File: src/rtl/core/b58_pkg.sv
// shared types, constants and the character-to-digit map for the base58 decoder
package b58_pkg;

  localparam int unsigned CHAR_W  = 8;
  localparam int unsigned BYTE_W  = 8;
  localparam int unsigned CAP_W   = 7;
  localparam int unsigned CNT_W   = 8;
  localparam int unsigned DIGIT_W = 6;
  localparam int unsigned CARRY_W = 6;
  localparam int unsigned STAT_W  = 2;
  localparam int unsigned PROD_W  = 32;

  localparam logic [7:0]  RADIX         = 8'd58;
  localparam logic [23:0] LOG_RATIO_Q24 = 24'd12285077;
  localparam logic [32:0] Q24_ROUND_UP  = 33'd16777215;

  localparam logic [STAT_W-1:0] ST_DATA     = 2'd0;
  localparam logic [STAT_W-1:0] ST_EMPTY    = 2'd1;
  localparam logic [STAT_W-1:0] ST_BADCHAR  = 2'd2;
  localparam logic [STAT_W-1:0] ST_CAPACITY = 2'd3;

  typedef enum logic [2:0] {
    S_IDLE,
    S_PASS,
    S_CHK_MUL,
    S_CHK_CMP,
    S_SCAN_RD,
    S_SCAN_EV
  } state_t;

  typedef struct packed {
    logic               ok;
    logic [DIGIT_W-1:0] digit;
  } digit_t;

  function automatic digit_t digit_of(input logic [CHAR_W-1:0] code);
    digit_t d;
    d.ok    = 1'b1;
    d.digit = '0;
    case (code) inside
      [8'h31:8'h39]: d.digit = DIGIT_W'(code - 8'h31);
      [8'h41:8'h48]: d.digit = DIGIT_W'(code - 8'h41 + 8'd9);
      [8'h4A:8'h4E]: d.digit = DIGIT_W'(code - 8'h4A + 8'd17);
      [8'h50:8'h5A]: d.digit = DIGIT_W'(code - 8'h50 + 8'd22);
      [8'h61:8'h6B]: d.digit = DIGIT_W'(code - 8'h61 + 8'd33);
      [8'h6D:8'h7A]: d.digit = DIGIT_W'(code - 8'h6D + 8'd44);
      default:       d.ok    = 1'b0;
    endcase
    return d;
  endfunction

endpackage

File: src/rtl/core/b58_value_ram.sv
// byte store of the big number: one write port, one registered read port
module b58_value_ram #(
  parameter int unsigned DEPTH = 64,
  parameter int unsigned AW    = 6
) (
  input  logic          clk,
  input  logic          wr_en,
  input  logic [AW-1:0] wr_addr,
  input  logic [7:0]    wr_data,
  input  logic [AW-1:0] rd_addr,
  output logic [7:0]    rd_data
);

  logic [7:0] mem_r [DEPTH];
  logic [7:0] rd_data_r;

  always_ff @(posedge clk) begin
    if (wr_en) begin
      mem_r[wr_addr] <= wr_data;
    end
  end

  always_ff @(posedge clk) begin
    rd_data_r <= mem_r[rd_addr];
  end

  assign rd_data = rd_data_r;

endmodule

File: src/rtl/core/b58_byte_mac.sv
// one limb of the multiply-by-58-and-add step
module b58_byte_mac (
  input  logic [b58_pkg::BYTE_W-1:0]  byte_in,
  input  logic [b58_pkg::CARRY_W-1:0] carry_in,
  output logic [b58_pkg::BYTE_W-1:0]  byte_out,
  output logic [b58_pkg::CARRY_W-1:0] carry_out
);
  import b58_pkg::*;

  logic [13:0] sum;

  // max 255*58 + 58 stays below 2^14, carry stays below 64
  assign sum       = 14'(byte_in) * 14'(RADIX) + 14'(carry_in);
  assign byte_out  = sum[7:0];
  assign carry_out = sum[13:8];

endmodule

File: src/rtl/core/base58_string_decoder.sv
// top level of the base58 string decoder: control sequencer, check and output register
//
// usage
// - input channel (in_valid/in_ready): one character item per handshake, in_last_char
//   marks the final character of a string
// - result channel (out_valid/out_ready): decoded bytes most significant first, or one
//   status item (empty, invalid character, capacity too small); out_last_out marks the
//   final result item of the string
// - config channel (cfg_valid/cfg_ready): writes the output capacity in bytes, always
//   ready, write only while no string is in flight
// - character processing: each character runs a read-modify-write pass over the byte
//   memory, one byte per cycle with the carry rippling upward; an invalid character
//   skips the pass
// - after the final character: the capacity check (multiply, then compare), then a read and
//   an evaluate step per byte scanned from the capacity downward (leading zeros are skipped, not emitted)
// - the result sits in an output register, so a stalled receiver only holds the scan and the check;
//   the next string's characters are taken while the last result still waits
// - reset clears control state and sets the capacity to 64; the byte memory is not
//   cleared, it reads as zero until the first full pass of each string
module base58_string_decoder #(
  parameter int unsigned MAX_BYTES = 64
) (
  input  logic       clk,
  input  logic       rst_n,
  input  logic       in_valid,
  output logic       in_ready,
  input  logic [7:0] in_char_code,
  input  logic       in_last_char,
  output logic       out_valid,
  input  logic       out_ready,
  output logic [7:0] out_data_byte,
  output logic [1:0] out_status,
  output logic       out_last_out,
  input  logic       cfg_valid,
  output logic       cfg_ready,
  input  logic [6:0] cfg_out_capacity
);
  import b58_pkg::*;

  localparam int unsigned AW = (MAX_BYTES > 1) ? $clog2(MAX_BYTES) : 1;
  localparam logic [AW-1:0]    TOP_IDX = AW'(MAX_BYTES - 1);
  localparam logic [CAP_W-1:0] CAP_MAX = CAP_W'(MAX_BYTES);

  state_t state_r, state_nxt;

  // control state
  logic [CAP_W-1:0]   cfg_cap_r;
  logic [CNT_W-1:0]   cnt_r, cnt_nxt;
  logic               bad_r, bad_nxt;
  logic               clr_r, clr_nxt;      // memory reads as zero until a full pass
  logic               last_r, last_nxt;    // current character ends the string
  logic               lead_r, lead_nxt;    // still in leading zero bytes

  // datapath state
  logic [AW-1:0]      idx_r, idx_nxt;
  logic [CARRY_W-1:0] carry_r, carry_nxt;
  logic [PROD_W-1:0]  prod_r, prod_nxt;
  logic [CAP_W-1:0]   cap_r, cap_nxt;

  // output register
  logic               out_valid_r;
  logic [7:0]         out_data_r;
  logic [STAT_W-1:0]  out_status_r;
  logic               out_last_r;

  digit_t             dig;
  logic               out_free;
  logic               load;
  logic [7:0]         load_data;
  logic [STAT_W-1:0]  load_status;
  logic               load_last;
  logic               end_str;

  logic               mem_we;
  logic [AW-1:0]      mem_raddr;
  logic [7:0]         mem_rdata;
  logic [7:0]         byte_cur;
  logic [7:0]         mac_byte;
  logic [CARRY_W-1:0] mac_carry;
  logic [32:0]        need_sum;
  logic [8:0]         needed;
  logic               cap_fail;

  assign dig      = digit_of(in_char_code);
  assign out_free = !out_valid_r || out_ready;
  assign byte_cur = clr_r ? 8'd0 : mem_rdata;

  assign need_sum = {1'b0, prod_r} + Q24_ROUND_UP;
  assign needed   = need_sum[32:24];
  assign cap_fail = needed > {2'b00, cap_r};

  b58_value_ram #(
    .DEPTH (MAX_BYTES),
    .AW    (AW)
  ) u_ram (
    .clk     (clk),
    .wr_en   (mem_we),
    .wr_addr (idx_r),
    .wr_data (mac_byte),
    .rd_addr (mem_raddr),
    .rd_data (mem_rdata)
  );

  b58_byte_mac u_mac (
    .byte_in   (byte_cur),
    .carry_in  (carry_r),
    .byte_out  (mac_byte),
    .carry_out (mac_carry)
  );

  // next state
  always_comb begin
    state_nxt = state_r;
    case (state_r)
      S_IDLE: begin
        if (in_valid) begin
          if (dig.ok) begin
            state_nxt = S_PASS;
          end else if (in_last_char) begin
            state_nxt = S_CHK_MUL;
          end
        end
      end
      S_PASS: begin
        if (idx_r == TOP_IDX) begin
          state_nxt = last_r ? S_CHK_MUL : S_IDLE;
        end
      end
      S_CHK_MUL: state_nxt = S_CHK_CMP;
      S_CHK_CMP: begin
        if (cap_fail || bad_r) begin
          if (out_free) begin
            state_nxt = S_IDLE;
          end
        end else begin
          state_nxt = S_SCAN_RD;
        end
      end
      S_SCAN_RD: state_nxt = S_SCAN_EV;
      S_SCAN_EV: begin
        if (lead_r && byte_cur == 8'd0 && idx_r != '0) begin
          state_nxt = S_SCAN_RD;
        end else if (out_free) begin
          state_nxt = (idx_r == '0) ? S_IDLE : S_SCAN_RD;
        end
      end
      default: state_nxt = S_IDLE;
    endcase
  end

  // outputs and datapath
  always_comb begin
    in_ready    = 1'b0;
    mem_we      = 1'b0;
    mem_raddr   = idx_r;
    load        = 1'b0;
    load_data   = 8'd0;
    load_status = ST_DATA;
    load_last   = 1'b0;
    end_str     = 1'b0;
    cnt_nxt     = cnt_r;
    bad_nxt     = bad_r;
    clr_nxt     = clr_r;
    last_nxt    = last_r;
    lead_nxt    = lead_r;
    idx_nxt     = idx_r;
    carry_nxt   = carry_r;
    prod_nxt    = prod_r;
    cap_nxt     = cap_r;
    case (state_r)
      S_IDLE: begin
        in_ready  = 1'b1;
        mem_raddr = '0;
        if (in_valid) begin
          cnt_nxt   = (cnt_r == '1) ? cnt_r : cnt_r + CNT_W'(1);
          bad_nxt   = bad_r || !dig.ok;
          last_nxt  = in_last_char;
          idx_nxt   = '0;
          carry_nxt = dig.digit;
        end
      end
      S_PASS: begin
        mem_we    = 1'b1;
        mem_raddr = idx_r + AW'(1);
        carry_nxt = mac_carry;
        idx_nxt   = idx_r + AW'(1);
        if (idx_r == TOP_IDX) begin
          clr_nxt = 1'b0;
        end
      end
      S_CHK_MUL: begin
        prod_nxt = PROD_W'(cnt_r) * PROD_W'(LOG_RATIO_Q24);
        cap_nxt  = (cfg_cap_r > CAP_MAX) ? CAP_MAX : cfg_cap_r;
      end
      S_CHK_CMP: begin
        lead_nxt = 1'b1;
        idx_nxt  = AW'(cap_r - CAP_W'(1));
        if (cap_fail || bad_r) begin
          load_status = cap_fail ? ST_CAPACITY : ST_BADCHAR;
          load_last   = 1'b1;
          if (out_free) begin
            load    = 1'b1;
            end_str = 1'b1;
          end
        end
      end
      S_SCAN_RD: begin
      end
      S_SCAN_EV: begin
        if (lead_r && byte_cur == 8'd0 && idx_r != '0) begin
          // skip a leading zero byte
          idx_nxt = idx_r - AW'(1);
        end else begin
          load_last = (idx_r == '0);
          if (lead_r && byte_cur == 8'd0) begin
            load_status = ST_EMPTY;
          end else begin
            load_data   = byte_cur;
            load_status = ST_DATA;
          end
          if (out_free) begin
            load     = 1'b1;
            lead_nxt = 1'b0;
            idx_nxt  = idx_r - AW'(1);
            end_str  = (idx_r == '0);
          end
        end
      end
      default: begin
      end
    endcase
    if (end_str) begin
      cnt_nxt = '0;
      bad_nxt = 1'b0;
      clr_nxt = 1'b1;
    end
  end

  always_ff @(posedge clk) begin
    if (!rst_n) begin
      state_r     <= S_IDLE;
      cfg_cap_r   <= 7'd64;
      cnt_r       <= '0;
      bad_r       <= 1'b0;
      clr_r       <= 1'b1;
      last_r      <= 1'b0;
      lead_r      <= 1'b0;
      out_valid_r <= 1'b0;
    end else begin
      state_r <= state_nxt;
      if (cfg_valid) begin
        cfg_cap_r <= cfg_out_capacity;
      end
      cnt_r  <= cnt_nxt;
      bad_r  <= bad_nxt;
      clr_r  <= clr_nxt;
      last_r <= last_nxt;
      lead_r <= lead_nxt;
      if (load) begin
        out_valid_r <= 1'b1;
      end else if (out_ready) begin
        out_valid_r <= 1'b0;
      end
    end
  end

  always_ff @(posedge clk) begin
    idx_r   <= idx_nxt;
    carry_r <= carry_nxt;
    prod_r  <= prod_nxt;
    cap_r   <= cap_nxt;
    if (load) begin
      out_data_r   <= load_data;
      out_status_r <= load_status;
      out_last_r   <= load_last;
    end
  end

  assign cfg_ready     = 1'b1;
  assign out_valid     = out_valid_r;
  assign out_data_byte = out_data_r;
  assign out_status    = out_status_r;
  assign out_last_out  = out_last_r;

endmodule

File: config.mk
export PLATFORM = sky130hd
export DESIGN_NAME = base58_string_decoder
export DESIGN_NICKNAME = d
export VERILOG_FILES = /design/src/rtl/core/b58_pkg.sv /design/src/rtl/core/b58_value_ram.sv /design/src/rtl/core/b58_byte_mac.sv /design/src/rtl/core/base58_string_decoder.sv
export SDC_FILE = /design/constraint.sdc
export NUM_CORES = 1
export LEC_CHECK = 0
export ABC_AREA = 1
export BUFFER_PORTS_ARGS = -buffer_cell sky130_fd_sc_hd__buf_2
export CORE_MARGIN = 10
export CORE_UTILIZATION = 40
export DETAILED_ROUTE_END_ITERATION = 6
export PLACE_DENSITY = 0.51
export SLEW_MARGIN = 25
export SYNTH_ARGS = -nofsm -noshare
export SYNTH_HDL_FRONTEND = slang
export SYNTH_SLANG_ARGS = --single-unit
export TNS_END_PERCENT = 10
File: constraint.sdc
create_clock -name clk -period 10.8 [get_ports clk]
set_input_delay 1.08 -clock clk [delete_from_list [all_inputs] [get_ports clk]]
set_output_delay 1.08 -clock clk [all_outputs]
set_load 0.01 [all_outputs]
==> results_dict.tcl <==
set metrics [dict create \
    hold_start "last_r" \
    final.setup.tns_ns 0 \
    grt-ovfl-total 0 \
    hold_violations 0 \
    cts.htree.levels 3 \
    ys_warn_count 0 \
    max_cap_viol_count 0 \
    yosys-top-cells-area "edfxtp_1 (55%), nand2_1 (9.7%), nand3_1 (5.8%)" \
    irDropWorstVdd_v 0.0003302 \
    final_common_cell "nand2_1" \
    cts_sinks 605 \
    io_pins 35 \
    fp.dieW_um 299.7 \
    synth.cell_area_um2 31300 \
    clkTransAtPathRegs_ns 0.06 \
    num_vias 21510 \
    cp-end-kind "flop" \
    syn_nets 3331 \
    synthArstFlopShare_pct 0 \
    diodes 0 \
    p_leak_nw 14.38 \
    highest_layer "met4" \
    whs_endpoint "last_r" \
    rows 102 \
    most-common-layout-cells "nand2_1 (811), edfxtp_1 (574), inv_1 (432)" \
    cts_tree "done" \
    postCtsHoldBufs 0 \
    drt_iter0_drc 1704 \
    place.gp.congestion 0.8694 \
    n_fill_cell 7361 \
    grt_pass1_vias 21580 \
    clock_latency_ns 0.63 \
    fmax_mhz 212.9 \
    dp_slack_ns 6.101 \
    cts-root-buf "clkbuf_16" \
    core-area_um2 77470 \
    worst_ep_required_time_ns 11.17 \
    cts_setup_buffers 0 \
    synth_seq_cells 605 \
    maxSlewViolCount 0 \
    drt-vias-per-instance 5.094 \
    skew_ns 0.02603 \
    avgSynthCellArea_um2 10.04 \
    final_nets 3345 \
    routed_wl_um 79760 \
    min_path_type "reg2reg" \
    rrSetupSlack_ns 6.10 \
    grt_use_total_pct 17.63 \
    hpwl_um 50630 \
    reg2reg_from "cnt_r[4]" \
    tightest_slew_ns 1.068 \
    reg2reg_depth 17 \
    synth_edf_count 574 \
    dieArea_um2 89830 \
    ant_nets 0 \
    rsz0062_at_grt "no" \
    port_buffers 33 \
    critPathLaunchType "flop" \
    cp_max_fo 9 \
    yosysTopAreaCellShare_pct 55.08 \
    clockBufferDepth 3 \
    met3_length_um 4956 \
    firstDrtPassIters 5 \
    wl_met2_um 36830 \
    seq_area_frac_synth_pct 57.06 \
    relSlewSlack_pct 28.83 \
    powerDensity_nw_per_um2 265.0 \
    cts_resized 0 \
    drc 0 \
    yosysUniqueCellTypes 43 \
    wl_met1_um 35750 \
    status "finished, final reports clean" \
    min_period_ns 4.698 \
    start_util_pct 40.40 \
    setup_ws_ns 6.102 \
    wl_per_cell_um 18.89 \
    synth_area_leader_cell "edfxtp_1" \
    setup_violations 0 \
    crit_type "reg2reg" \
    timing.rr.end "prod_r[29]" \
    crit_arrival_ns 5.07 \
    antenna_found_initial 0 \
    grt_max_degree 189 \
    synth_ff_type "edfxtp_1" \
    synthToLayoutAreaGrowth_pct 10.36 \
    synthCells 3117 \
    min_path_cells 2 \
    cts_made_buffers 71 \
    post-route-period-util_pct 43.50 \
    drive_above_1_share_pct 5.781 \
    grt_pass1_wl_um 124200 \
    fp.dieH_um 299.7 \
]
==> sequential cells by signal, indices dropped and copies added (netlist names) <==
signal and cells:
u_ram.mem_r 512, prod_r 32, cnt_r 8, out_data_byte 8, u_ram.rd_data 8, cap_r 7, cfg_cap_r 7, carry_r 6
idx_r 6, state_r 3, out_status 2, bad_r 1, clr_r 1, last_r 1, lead_r 1, out_last_out 1
out_valid 1
==> layer usage <==
metal	GRT usage [%]	vias up
met2	28.70	574
met3	3.435	127
li1	-	10470
met5	0	-
met4	5.692	0
met1	23.50	10350
==> layout make-up <==
cell class,count,area [µm²],share of cell area (%)
flip-flops and latches,605,17860,51.70
multi-input cells,1958,11200,32.43
clock buffers,96,1901,5.503
inverters,440,1657,4.796
well taps,1040,1301,3.768
repair buffers,55,395.4,1.145
clock inverters,29,225.2,0.6521
==> power breakdown <==
group	leakage, nW	switching (W)	total (W)	internal (W)
clock network	1.05	0.000961	0.00223	0.00127
logic	7.84	0.00289	0.00392	0.00104
registers	5.50	0.0000881	0.00300	0.00291
==> cell usage after synthesis, types with 2 or more instances <==
library cell	number
o21ai_1	7
nand3b_1	19
dfxtp_1	31
nand4_1	24
a211oi_1	2
inv_2	7
o211ai_1	85
nor3_1	13
nand3_1	362
a21o_1	6
a31oi_1	6
xor2_1	39
fa_1	63
buf_6	14
nand2_4	2
o21bai_1	6
clkbuf_1	17
o21ai_2	5
buf_1	7
buf_4	28
ha_1	130
o21ai_0	88
edfxtp_1	574
nor2_1	192
nand2_1	811
nor2_2	2
a21oi_1	63
buf_2	48
inv_1	433
nand2_2	4
xnor2_1	17
==> worst max-delay path, cell delays in order, from the launching register on <==
cell,delay [ns]
dfxtp_1,0.63
ha_1,0.41
inv_1,0.11
fa_1,0.55
inv_1,0.06
fa_1,0.53
inv_1,0.05
fa_1,0.53
inv_1,0.04
ha_1,0.34
nand2_1,0.12
nor3_1,0.31
nand4_1,0.16
nand3_1,0.23
a21o_1,0.19
nand2_1,0.08
nand3_1,0.08
nand2_1,0.05
==> worst max path at each step <==
stage / slack [ns] / cells after the start / end / startpoint
6_report: 6.10 / 17 / prod_r[29] / cnt_r[4]
5_1_grt: 5.75 / 18 / carry_r[5] / clr_r
3_3_place_gp: 6.27 / 16 / prod_r[29] / cnt_r[4]
4_1_cts: 6.08 / 15 / prod_r[29] / cnt_r[6]
3_5_place_dp: 6.10 / 15 / prod_r[29] / cnt_r[6]
2_1_floorplan: 5.54 / 12 / u_ram.mem_r[0][6] / clr_r
==> cells by family after synthesis <==
group	after synthesis	synth area share, %
xor gates and xnor gates	56	1.567
other	1	0.01198
adders and majority gates	193	9.227
buffers and inverters	554	7.508
and+or+nand+nor	1435	19.34
AOI/OAI and AO/OA	273	5.289
DFF	605	57.06
==> per-stage QoR <==
stage	utilization [%]	total power (W)	cells	hold WS, ns	cell area, µm²
floorplan	-	0.005784	3117	0.4239	31300
detailed placement	41.80	0.006959	4097	0.4475	32380
global placement	41.73	0.006910	4095	0.4388	32330
finish	44.58	0.009153	4223	0.4474	34540
CTS	44.55	0.009214	4222	0.4561	34510
global route	44.58	0.009765	4223	0.4877	34540
No activity file was read; power rests on OpenSTA's default activity.
